File: src/hw/rtl/mcr_pkg.sv
`timescale 1ns / 1ps
`default_nettype none

package mcr_pkg;

    localparam int unsigned COORD_W = 12;
    localparam int unsigned STEP_W  = 13;
    localparam int unsigned POS_W   = 14;
    localparam int unsigned DEC_W   = 16;
    localparam int unsigned IDX_W   = 4;

    // Order of the words produced by one advance: four fill spans, then eight pixels.
    localparam logic [IDX_W-1:0] IDX_FIRST_SPAN  = 4'd0;
    localparam logic [IDX_W-1:0] IDX_FIRST_PIXEL = 4'd4;
    localparam logic [IDX_W-1:0] IDX_LAST        = 4'd11;

    typedef enum logic [1:0] {
        KIND_PIXEL = 2'd0,
        KIND_SPAN  = 2'd1,
        KIND_IDLE  = 2'd2
    } kind_t;

    typedef enum logic {
        MODE_LOAD    = 1'b0,
        MODE_ADVANCE = 1'b1
    } mode_t;

    // One iteration handed from the circle state to the word generator.
    typedef struct packed {
        logic [COORD_W-1:0] cx;
        logic [COORD_W-1:0] cy;
        logic [STEP_W-1:0]  x;
        logic [STEP_W-1:0]  y;
        logic               fill;
        logic               idle;
        logic               done;
    } job_t;

endpackage

`default_nettype wire

File: src/hw/rtl/mcr_if.sv
`timescale 1ns / 1ps
`default_nettype none

interface mcr_in_if;
    import mcr_pkg::*;

    logic               valid;
    logic               ready;
    logic               mode;
    logic [COORD_W-1:0] center_x;
    logic [COORD_W-1:0] center_y;
    logic [COORD_W-1:0] radius;

    modport source (output valid, mode, center_x, center_y, radius, input ready);
    modport sink   (input valid, mode, center_x, center_y, radius, output ready);
endinterface

interface mcr_out_if;
    import mcr_pkg::*;

    logic                    valid;
    logic                    ready;
    logic [1:0]              kind;
    logic signed [POS_W-1:0] pos_x;
    logic signed [POS_W-1:0] pos_y;
    logic signed [POS_W-1:0] span_end_x;
    logic                    last;
    logic                    done_res;

    modport source (output valid, kind, pos_x, pos_y, span_end_x, last, done_res,
                    input ready);
    modport sink   (input valid, kind, pos_x, pos_y, span_end_x, last, done_res,
                    output ready);
endinterface

`default_nettype wire

File: src/hw/rtl/mcr_emit.sv
`timescale 1ns / 1ps
`default_nettype none

module mcr_emit (
    input  wire logic          clk,
    input  wire logic          rst_n,
    input  wire logic          start,
    input  wire mcr_pkg::job_t job,
    output logic               take,
    mcr_out_if.source          res
);
    import mcr_pkg::*;

    logic                    busy_reg;
    logic [IDX_W-1:0]        idx_reg;
    job_t                    job_reg;
    logic                    out_valid_reg;
    kind_t                   kind_reg;
    logic [POS_W-1:0]        pos_x_reg;
    logic [POS_W-1:0]        pos_y_reg;
    logic [POS_W-1:0]        end_x_reg;
    logic                    last_reg;
    logic                    done_reg;

    logic                    emit;
    logic                    is_last;
    kind_t                   kind_next;
    logic [POS_W-1:0]        pos_x_next;
    logic [POS_W-1:0]        pos_y_next;
    logic [POS_W-1:0]        end_x_next;
    logic [POS_W-1:0]        cx;
    logic [POS_W-1:0]        cy;
    logic [POS_W-1:0]        sx;
    logic [POS_W-1:0]        sy;

    // All coordinate sums wrap at the width of the result fields.
    assign cx = {{(POS_W-COORD_W){1'b0}}, job_reg.cx};
    assign cy = {{(POS_W-COORD_W){1'b0}}, job_reg.cy};
    assign sx = {{(POS_W-STEP_W){1'b0}}, job_reg.x};
    assign sy = {{(POS_W-STEP_W){1'b0}}, job_reg.y};

    assign emit    = busy_reg && (!out_valid_reg || res.ready);
    assign is_last = job_reg.idle || (idx_reg == IDX_LAST);
    assign take    = !busy_reg || (emit && is_last);

    always_comb
    begin
        kind_next  = KIND_PIXEL;
        pos_x_next = '0;
        pos_y_next = '0;
        end_x_next = '0;
        if (job_reg.idle)
        begin
            kind_next = KIND_IDLE;
        end
        else
        begin
            case (idx_reg)
                4'd0:
                begin
                    kind_next  = KIND_SPAN;
                    pos_x_next = cx - sx;
                    pos_y_next = cy + sy - 1'b1;
                    end_x_next = cx + sx + 1'b1;
                end
                4'd1:
                begin
                    kind_next  = KIND_SPAN;
                    pos_x_next = cx - sy + 1'b1;
                    pos_y_next = cy + sx;
                    end_x_next = cx + sy;
                end
                4'd2:
                begin
                    kind_next  = KIND_SPAN;
                    pos_x_next = cx - sy + 1'b1;
                    pos_y_next = cy - sx;
                    end_x_next = cx + sy;
                end
                4'd3:
                begin
                    kind_next  = KIND_SPAN;
                    pos_x_next = cx - sx;
                    pos_y_next = cy - sy + 1'b1;
                    end_x_next = cx + sx + 1'b1;
                end
                4'd4:
                begin
                    pos_x_next = cx + sx;
                    pos_y_next = cy + sy;
                end
                4'd5:
                begin
                    pos_x_next = cx - sx;
                    pos_y_next = cy + sy;
                end
                4'd6:
                begin
                    pos_x_next = cx + sx;
                    pos_y_next = cy - sy;
                end
                4'd7:
                begin
                    pos_x_next = cx - sx;
                    pos_y_next = cy - sy;
                end
                4'd8:
                begin
                    pos_x_next = cx + sy;
                    pos_y_next = cy + sx;
                end
                4'd9:
                begin
                    pos_x_next = cx - sy;
                    pos_y_next = cy + sx;
                end
                4'd10:
                begin
                    pos_x_next = cx + sy;
                    pos_y_next = cy - sx;
                end
                4'd11:
                begin
                    pos_x_next = cx - sy;
                    pos_y_next = cy - sx;
                end
                default:
                begin
                    kind_next = KIND_PIXEL;
                end
            endcase
        end
    end

    always_ff @(posedge clk or negedge rst_n)
    begin
        if (!rst_n)
        begin
            busy_reg      <= 1'b0;
            idx_reg       <= IDX_FIRST_SPAN;
            out_valid_reg <= 1'b0;
        end
        else
        begin
            if (start)
            begin
                busy_reg <= 1'b1;
                idx_reg  <= job.fill ? IDX_FIRST_SPAN : IDX_FIRST_PIXEL;
            end
            else if (emit && is_last)
            begin
                busy_reg <= 1'b0;
            end
            else if (emit)
            begin
                idx_reg <= idx_reg + 1'b1;
            end

            if (emit)
            begin
                out_valid_reg <= 1'b1;
            end
            else if (res.ready)
            begin
                out_valid_reg <= 1'b0;
            end
        end
    end

    always_ff @(posedge clk)
    begin
        if (start)
        begin
            job_reg <= job;
        end
        if (emit)
        begin
            kind_reg  <= kind_next;
            pos_x_reg <= pos_x_next;
            pos_y_reg <= pos_y_next;
            end_x_reg <= end_x_next;
            last_reg  <= is_last;
            done_reg  <= is_last && (job_reg.idle || job_reg.done);
        end
    end

    assign res.valid      = out_valid_reg;
    assign res.kind       = kind_reg;
    assign res.pos_x      = pos_x_reg;
    assign res.pos_y      = pos_y_reg;
    assign res.span_end_x = end_x_reg;
    assign res.last       = last_reg;
    assign res.done_res   = done_reg;

endmodule

`default_nettype wire

File: src/hw/rtl/midpoint_circle_rasterizer_core.sv
`timescale 1ns / 1ps
`default_nettype none

// Midpoint circle rasterizer. A load word (mode 0) sets the centre and radius of a
// new circle and gives no result; it restarts any circle in progress.
// Each advance word (mode 1) runs one iteration of the midpoint loop and gives
// twelve result words with fill enabled (four fill spans, then eight outline
// pixels), eight without, or a single idle word once the circle has finished or before the first load.
// The result channel moves one word per cycle while res.ready is high; an advance
// holds the word generator until the next command word is taken, in the cycle the
// last result of the current one enters the output register. The fill setting is
// sampled when an advance is accepted and should be written while idle.
module midpoint_circle_rasterizer_core (
    input  wire logic clk,
    input  wire logic rst_n,
    input  wire logic cfg_write,
    input  wire logic cfg_wdata,
    mcr_in_if.sink    cmd,
    mcr_out_if.source res
);
    import mcr_pkg::*;

    logic               fill_reg;
    logic [COORD_W-1:0] ctr_x_reg;
    logic [COORD_W-1:0] ctr_y_reg;
    logic [STEP_W-1:0]  step_x_reg;
    logic [STEP_W-1:0]  step_y_reg;
    logic [DEC_W-1:0]   decision_reg;
    logic               active_reg;

    logic               take;
    logic               accept;
    logic               is_load;
    logic               start;
    job_t               job;
    logic [DEC_W-1:0]   two_x;
    logic [DEC_W-1:0]   two_y;
    logic [DEC_W-1:0]   decision_next;
    logic [POS_W-1:0]   x_next;
    logic [POS_W-1:0]   y_next;
    logic               finished;

    assign accept    = cmd.valid && cmd.ready;
    assign is_load   = (mode_t'(cmd.mode) == MODE_LOAD);
    assign start     = accept && !is_load;
    assign cmd.ready = take;

    assign two_x = {{(DEC_W-STEP_W-1){1'b0}}, step_x_reg, 1'b0};
    assign two_y = {{(DEC_W-STEP_W-1){1'b0}}, step_y_reg, 1'b0};

    // Decision term wraps at sixteen bits; old x and y feed the sum.
    always_comb
    begin
        if (decision_reg[DEC_W-1])
        begin
            decision_next = decision_reg + two_x + DEC_W'(3);
            y_next        = {1'b0, step_y_reg};
        end
        else
        begin
            decision_next = decision_reg + two_x - two_y + DEC_W'(5);
            y_next        = {1'b0, step_y_reg} - 1'b1;
        end
        x_next   = {1'b0, step_x_reg} + 1'b1;
        finished = $signed(x_next) > $signed(y_next);
    end

    always_comb
    begin
        job.cx   = ctr_x_reg;
        job.cy   = ctr_y_reg;
        job.x    = step_x_reg;
        job.y    = step_y_reg;
        job.fill = fill_reg;
        job.idle = !active_reg;
        job.done = finished;
    end

    always_ff @(posedge clk or negedge rst_n)
    begin
        if (!rst_n)
        begin
            fill_reg     <= 1'b0;
            ctr_x_reg    <= '0;
            ctr_y_reg    <= '0;
            step_x_reg   <= '0;
            step_y_reg   <= '0;
            decision_reg <= '0;
            active_reg   <= 1'b0;
        end
        else
        begin
            if (cfg_write)
            begin
                fill_reg <= cfg_wdata;
            end

            if (accept && is_load)
            begin
                ctr_x_reg    <= cmd.center_x;
                ctr_y_reg    <= cmd.center_y;
                step_x_reg   <= '0;
                step_y_reg   <= {1'b0, cmd.radius};
                decision_reg <= DEC_W'(1) - {{(DEC_W-COORD_W){1'b0}}, cmd.radius};
                active_reg   <= 1'b1;
            end
            else if (start && active_reg)
            begin
                step_x_reg   <= x_next[STEP_W-1:0];
                step_y_reg   <= y_next[STEP_W-1:0];
                decision_reg <= decision_next;
                active_reg   <= !finished;
            end
        end
    end

    mcr_emit u_emit (
        .clk   (clk),
        .rst_n (rst_n),
        .start (start),
        .job   (job),
        .take  (take),
        .res   (res)
    );

endmodule

`default_nettype wire
File: src/flat_wrapper.sv
// flat-port wrapper written by rule: the top's interface ports become plain ports
module midpoint_circle_rasterizer_core_flat import mcr_pkg::*;
  (clk, rst_n, cfg_write, cfg_wdata, cmd_valid, cmd_mode, cmd_center_x, cmd_center_y, cmd_radius, cmd_ready, res_valid, res_kind, res_pos_x, res_pos_y, res_span_end_x, res_last, res_done_res, res_ready);
  mcr_in_if cmd_i ();
  mcr_out_if res_i ();
  input  wire logic clk;
  input  wire logic rst_n;
  input  wire logic cfg_write;
  input  wire logic cfg_wdata;
  input wire logic [$bits(cmd_i.valid)-1:0] cmd_valid;
  input wire logic [$bits(cmd_i.mode)-1:0] cmd_mode;
  input wire logic [$bits(cmd_i.center_x)-1:0] cmd_center_x;
  input wire logic [$bits(cmd_i.center_y)-1:0] cmd_center_y;
  input wire logic [$bits(cmd_i.radius)-1:0] cmd_radius;
  output wire logic [$bits(cmd_i.ready)-1:0] cmd_ready;
  output wire logic [$bits(res_i.valid)-1:0] res_valid;
  output wire logic [$bits(res_i.kind)-1:0] res_kind;
  output wire logic [$bits(res_i.pos_x)-1:0] res_pos_x;
  output wire logic [$bits(res_i.pos_y)-1:0] res_pos_y;
  output wire logic [$bits(res_i.span_end_x)-1:0] res_span_end_x;
  output wire logic [$bits(res_i.last)-1:0] res_last;
  output wire logic [$bits(res_i.done_res)-1:0] res_done_res;
  input wire logic [$bits(res_i.ready)-1:0] res_ready;
  assign cmd_i.valid = cmd_valid;
  assign cmd_i.mode = cmd_mode;
  assign cmd_i.center_x = cmd_center_x;
  assign cmd_i.center_y = cmd_center_y;
  assign cmd_i.radius = cmd_radius;
  assign cmd_ready = cmd_i.ready;
  assign res_valid = res_i.valid;
  assign res_kind = res_i.kind;
  assign res_pos_x = res_i.pos_x;
  assign res_pos_y = res_i.pos_y;
  assign res_span_end_x = res_i.span_end_x;
  assign res_last = res_i.last;
  assign res_done_res = res_i.done_res;
  assign res_i.ready = res_ready;
  midpoint_circle_rasterizer_core u_core (.clk(clk), .rst_n(rst_n), .cfg_write(cfg_write), .cfg_wdata(cfg_wdata), .cmd(cmd_i), .res(res_i));
endmodule
File: config.mk
export PLATFORM = sky130hd
export DESIGN_NAME = midpoint_circle_rasterizer_core_flat
export DESIGN_NICKNAME = d
export VERILOG_FILES = /design/src/hw/rtl/mcr_pkg.sv /design/src/hw/rtl/mcr_if.sv /design/src/hw/rtl/mcr_emit.sv /design/src/hw/rtl/midpoint_circle_rasterizer_core.sv /design/src/flat_wrapper.sv
export SDC_FILE = /design/constraint.sdc
export NUM_CORES = 1
export LEC_CHECK = 0
export ABC_AREA = 1
export BUFFER_PORTS_ARGS = -buffer_cell sky130_fd_sc_hd__buf_2
export CAP_MARGIN = 20
export CORE_UTILIZATION = 55
export DETAILED_ROUTE_END_ITERATION = 10
export PLACE_DENSITY = 0.71
export SLEW_MARGIN = 10
export SYNTH_ARGS = -nofsm -noshare
export SYNTH_HDL_FRONTEND = slang
export SYNTH_HIERARCHICAL = 1
export SYNTH_SLANG_ARGS = --single-unit
File: constraint.sdc
create_clock -name clk -period 6.6 [get_ports clk]
set_input_delay 1.32 -clock clk [delete_from_list [all_inputs] [get_ports clk]]
set_output_delay 1.32 -clock clk [all_outputs]
set_load 0.1 [all_outputs]
==> results of run 1 <==
==> final timing paths <==
| kind | from | to | slack [ps] | cells past startpoint |
|---|---|---|---|---|
| hold reg to reg | u_core/ctr_y_reg[5] | u_core/u_emit/cy[5] | 440 | 0 |
| max in group asynchronous | rst_n | u_core/step_x_reg[8] | 4720 | 2 |
| setup reg to reg | u_core/u_emit/job_reg[1] | u_core/decision_reg[14] | 2280 | 14 |
| setup / recovery | res_ready | u_core/decision_reg[14] | 2250 | 14 |
| min in group asynchronous | rst_n | u_core/u_emit/idx_reg[3] | 690 | 1 |
| hold / removal | u_core/ctr_y_reg[5] | u_core/u_emit/cy[5] | 440 | 0 |
==> cell usage after synthesis (all sizes together), types with 3 or more instances <==
library cell  instances
nand2               675
a31oi                11
a22oi                 9
o22ai                21
dfrtp                74
nor4                  8
a21oi               169
o21ai               124
nand4                55
clkinv                3
nand3               215
xor2                 46
buf                  35
inv                 382
xnor2                 9
nand3b                9
o211ai                7
a21o                  7
clkbuf               22
ha                  151
edfxtp               98
nor2                232
fa                    9
nor3                 24
a21boi                3
o21bai               12
o221ai                3
or2                  19
==> final cells by class <==
class / count / share of cell area (%)
Multi-Input combinational cell: 1836 / 57.0
Sequential cell: 172 / 26.2
Clock inverter: 14 / 0.908
Tap cell: 396 / 2.70
Timing Repair Buffer: 100 / 2.92
Clock buffer: 18 / 2.46
Inverter: 385 / 7.89
==> through the flow <==
step,cell area (sq um),utilization [%]
2_1_floorplan,17000,-
5_1_grt,18300,60.1
3_3_place_gp,17700,58.0
4_1_cts,18300,60.0
6_report,18300,60.1
3_5_place_dp,17700,58.0
==> cells by family after synthesis <==
kind of cell             count (synthesis)  synth area share (%)
adder cells (fa/ha/maj)                160                  12.2
flip-flops                             172                  28.2
AND/OR/NAND/NOR                       1239                  33.0
AO/OA/AOI/OAI                          381                  12.7
XOR/XNOR                                55                  3.27
multiplexers                             1                0.0662
buffers and inverters                  443                  10.6
==> critical path, stage by stage <==
cell     delay (ps)
buf_2            80
inv_1            30
nand2_1          70
nand2_1         100
o21ai_1         220
nand2_1         280
nor2_4          170
nand2_1         450
inv_1           590
nor2_1          110
inv_1           710
nand2_1         110
nor2_1          290
a21oi_1         120
==> where the power goes <==
| group | switching (mW) | internal, mW |
|---|---|---|
| logic | 4.75 | 1.81 |
| registers | 0.303 | 1.64 |
| clock network | 0.541 | 0.536 |
==> metal layers <==
layer  up-vias  wire [microns]
met5         -               0
met4         0            2640
met3       127            2940
met2       628           25500
met1      7747           23300
li1       8171               -
==> impl_metrics.py, run 1 <==
metrics = {
    "timing": {
        "setup_viol": 0,
        "finalHoldViolCount": 0,
        "setup_slack_ps": 2250,
        "fin_crit_sh_pct": 65.9,
        "fmax_ghz": 0.230,
        "fin_setup_tns_ps": 0,
        "finClkSkew_ps": 23.2,
        "fin_hold_ws_ps": 442,
        "drv_slew": 0,
        "slew_headroom_pct": 35.7,
        "period_needed_ps": 4350,
        "tightest_slew_ps": 965,
        "rsz0062_at_grt": "no",
    },
    "setup_path": {
        "critPathLaunchType": "input port",
        "endpoint_kind": "flop",
        "cp_data_arrival_time_ps": 4670,
        "required_ps": 6920,
        "path_max_fanout": 30,
        "crit_type": "in2reg",
    },
    "drt": {
        "drt-initial-drc-count": 1409,
        "wl_mm": 54.4,
        "ant_nets": 0,
        "wire_per_inst_microns": 18.6,
        "drc_errors": 0,
        "drt_pass1_iterations": 6,
        "via_per_inst": 5.71,
        "num_vias": 16673,
    },
    "yosys": {
        "syn_inst": 2451,
        "synth_seq_cells": 172,
        "synth_fp_nets": 2654,
        "synth_area_sq_um": 17000,
        "yosysUniqueCellTypes": 68,
        "async_flop_share_pct": 43.0,
        "ys_top_cells_by_area": "edfxtp_1 17%, nand2_1 14%, ha_1 11%",
        "synth.yosys.warnings": 6,
        "syn_area_per_cell_sq_um": 6.94,
        "yosysTopAreaCellShare_pct": 17.3,
        "synth_edf_count": 98,
        "yosys.area.top_type": "edfxtp_1",
        "synth_flop_cell": "edfxtp_1",
        "yosysSeqAreaShare_pct": 28.2,
    },
    "cells_and_area": {
        "syn2layout_area_growth_pct": 7.65,
        "drive_above_1_share_pct": 11.4,
        "n_antenna_cell": 0,
        "stdcell_count": 2921,
        "multi_input_area_sq_um": 10400,
        "nets": 2715,
        "fillers": 2971,
        "final_cell_mix": "635 x nand2_1, 358 x inv_1, 200 x nor2_1",
        "seqCellArea_sq_um": 4790,
        "final_common_cell": "nand2_1",
        "largest_reg_flops": 28,
    },
    "floorplan": {
        "initial_utilization_pct": 55.8,
        "io_pins": 91,
        "fp.dieArea_sq_um": 31700,
        "die_height_microns": 178,
        "fp-row-count": 64,
        "die_x_microns": 178,
        "core_area_sq_um": 30500,
    },
    "placed_design": {
        "dp_hpwl_mm": 44.3,
        "place_inst": 2888,
        "pre_cts_ws_ps": 1920,
        "place_congestion": 1.00,
        "portBuffers": 90,
    },
    "global_route": {
        "met3_usage_pct": 3.34,
        "grt_use_total_pct": 34.9,
        "grt_start_max_net_pins": 68,
        "grt_overflow": 0,
        "grt_use_met1_pct": 44.9,
        "antenna_found_initial": 0,
        "grt_pass1_wl_mm": 84.0,
        "grt.busiest_layer": "met2",
        "grt_pass1_vias": 15528,
        "grt_use_met2_pct": 58.3,
    },
    "clock_tree": {
        "clk_path_buf_depth": 2,
        "clock_sinks": 172,
        "cts-resized-gates": 0,
        "cts_htree_levels": 4,
        "root_buffer": "clkbuf_16",
        "cts_setup_buffers": 0,
        "holdBufCountCts": 0,
        "clkTransAtPathRegs_ps": 80,
        "numCtsBuffers": 17,
        "cts_tree": "yes",
        "clk_latency_ps": 450,
    },
    "power": {
        "p_leak_nw": 9.15,
        "p_per_area_nw_per_um2": 523,
        "p_total_mw": 9.57,
        "irDropWorstVdd_uv": 532,
    },
    "min_path": {
        "min_path_type": "reg2reg",
    },
    "status": {
        "status": "finished clean",
    },
    "flow_run": {
        "max-cap-violations": 0,
    },
}
No activity file was read; power rests on OpenSTA's default activity.
==> run 2, diff against run 1 <==
--- a/config.mk
+++ b/config.mk
@@ -10,7 +10,7 @@
 export CAP_MARGIN = 20
 export CORE_UTILIZATION = 55
 export DETAILED_ROUTE_END_ITERATION = 10
-export PLACE_DENSITY = 0.71
+export PLACE_DENSITY = 0.74
 export SLEW_MARGIN = 10
 export SYNTH_ARGS = -nofsm -noshare
 export SYNTH_HDL_FRONTEND = slang
==> constraint.sdc (replaced) <==
create_clock -name clk -period 3.89 [get_ports clk]
set_input_delay 0.778 -clock clk [delete_from_list [all_inputs] [get_ports clk]]
set_output_delay 0.778 -clock clk [all_outputs]
set_load 0.1 [all_outputs]
==> run 2 against run 1 <==
Effect of this change: worst hold slack worse by 170 ps; clock power grew 66%; sequential share of layout area fell by 0.14 points; global-route usage grew 0.94 points; combinational power increased by 71%.
==> impl_metrics.py, run 2 (synthesis results as in run 1) <==
metrics = {
    "status": {
        "status": "finished clean",
    },
    "timing": {
        "period_needed_ps": 3650,
        "rsz0062_at_grt": "no",
        "fin_crit_sh_pct": 94.0,
        "finalHoldViolCount": 0,
        "slew_headroom_pct": 47.5,
        "finClkSkew_ps": 22.9,
        "setup_slack_ps": 235,
        "fmax_ghz": 0.274,
        "setup_viol": 0,
        "drv_slew": 0,
        "fin_setup_tns_ps": 0,
        "tightest_slew_ps": 788,
    },
    "setup_path": {
        "crit_type": "reg2reg",
        "cp_top_family": "adder cells",
        "required_ps": 4230,
        "timing.rr.end": "u_core/decision_reg[8]",
        "crit_chain": "ha_1 -> fa_1 -> xnor2_2 -> inv_1 -> ha_1 -> ha_1 -> nand2_1 -> o21ai_1 -> inv_1 -> o21ai_2 -> nand3_1 -> nand3_1 -> nand2_1 -> or2_2 -> o211ai_1 -> a31oi_1",
        "slowest_delay_ps": 500,
        "endpoint_kind": "flop",
        "path_max_fanout": 5,
        "cp_data_arrival_time_ps": 3990,
        "critPathLaunchType": "flop",
        "path_buf_inv": 2,
        "crit_top_cell": "ha_1",
        "crit_slowest_cell": "fa_1",
        "r2r_start": "u_core/decision_reg[1]",
        "reg2reg_slack_ps": 240,
        "reg2regPathDepth": 16,
    },
    "clock_tree": {
        "clk_path_buf_depth": 2,
        "numCtsBuffers": 17,
        "cts_setup_buffers": 0,
        "cts_htree_levels": 4,
        "root_buffer": "clkbuf_16",
        "clk_latency_ps": 470,
        "clock_sinks": 172,
        "clkTransAtPathRegs_ps": 90,
        "cts_tree": "yes",
    },
    "cells_and_area": {
        "final_cell_mix": "634 x nand2_1, 357 x inv_1, 199 x nor2_1",
        "largest_reg_flops": 28,
        "n_antenna_cell": 0,
        "stdcell_count": 2933,
        "syn2layout_area_growth_pct": 8.25,
        "final_common_cell": "nand2_1",
        "fin_util_pct": 60.4,
        "fillers": 2921,
        "nets": 2727,
        "fin_area_sq_um": 18400,
        "drive_above_1_share_pct": 12.0,
    },
    "flow_run": {
        "max-cap-violations": 0,
    },
    "drt": {
        "drc_errors": 0,
        "ant_nets": 0,
        "via_per_inst": 5.69,
        "drt_pass1_iterations": 6,
        "num_vias": 16692,
        "wl_mm": 55.6,
        "drt-initial-drc-count": 1636,
        "wire_per_inst_microns": 19.0,
    },
    "floorplan": {
        "die_height_microns": 178,
        "die_x_microns": 178,
        "fp.dieArea_sq_um": 31700,
        "io_pins": 91,
        "core_area_sq_um": 30500,
        "fp-row-count": 64,
        "initial_utilization_pct": 55.8,
    },
    "placed_design": {
        "placed_cell_area_sq_um": 17800,
        "place_inst": 2901,
        "place_congestion": 1.01,
        "portBuffers": 90,
        "dp_hpwl_mm": 45.6,
        "pre_cts_ws_ps": 236,
    },
    "global_route": {
        "grt_overflow": 0,
        "grt_use_total_pct": 35.8,
        "antenna_found_initial": 0,
        "grt_start_max_net_pins": 57,
        "grt_pass1_wl_mm": 86.0,
        "grt_pass1_vias": 15958,
    },
    "power": {
        "p_per_area_nw_per_um2": 884,
        "irDropWorstVdd_uv": 795,
        "p_leak_nw": 9.19,
    },
    "min_path": {
        "min_path_type": "in2async",
    },
}
==> run 2: cell count changes in the layout (fill, tap and decap cells not counted), sizes merged <==
cell / before / now
clkinvlp: 0 / 2
inv: 389 / 388
buf: 100 / 112
clkbuf: 18 / 17
==> run 2: how the worst max path moves through the flow <==
stage                              startpoint                     endpoint  slack, ps  depth (start not counted)
CTS                    u_core/decision_reg[1]      u_core/decision_reg[11]        220                         16
global route        u_core/u_emit/job_reg[17]  u_core/u_emit/res.pos_y[11]          8                         20
finish                 u_core/decision_reg[1]       u_core/decision_reg[8]        240                         16
detailed placement     u_core/decision_reg[1]      u_core/decision_reg[11]        240                         16
floorplan             u_core/u_emit/res.valid       u_core/decision_reg[9]          4                         13
global placement       u_core/decision_reg[1]      u_core/decision_reg[11]        310                         16
==> run 2: per-stage QoR <==
step / total power, mW / hold WS, ps
3_5_place_dp: 14.3 / 430
3_3_place_gp: 14.1 / 430
6_report: 16.3 / 271
4_1_cts: 16.1 / 275
5_1_grt: 17.5 / 291
2_1_floorplan: 11.7 / 425
==> run 2: metal layers <==
layer	routed length, microns	part of all wire, %	global-route usage (%)	vias up
met3	3570	6.4	4.95	125
met4	2450	4.4	16.7	0
li1	-	-	-	8171
met5	0	0	0	-
met2	26200	47	60.4	663
met1	23400	42	45.1	7733
==> run 2: final cells by class <==
class,instances,area (sq um),share of cell area [%]
Clock buffer,17,425,2.31
Clock inverter,15,191,1.04
Inverter,385,1450,7.84
Multi-Input combinational cell,1836,10500,56.7
Sequential cell,172,4790,26.0
Tap cell,396,495,2.69
Timing Repair Buffer,112,618,3.35
==> run 2: where the power goes <==
| group | internal [mW] | switching, mW |
|---|---|---|
| registers | 2.77 | 0.508 |
| logic | 3.13 | 8.09 |
| clock network | 0.880 | 0.911 |
| total | 6.78 | 9.51 |
==> run 2: timing repair <==
action	in CTS	in global routing
endpoints found under the setup margin	0	5
hold buffers	0	0
gates resized for setup	0	8
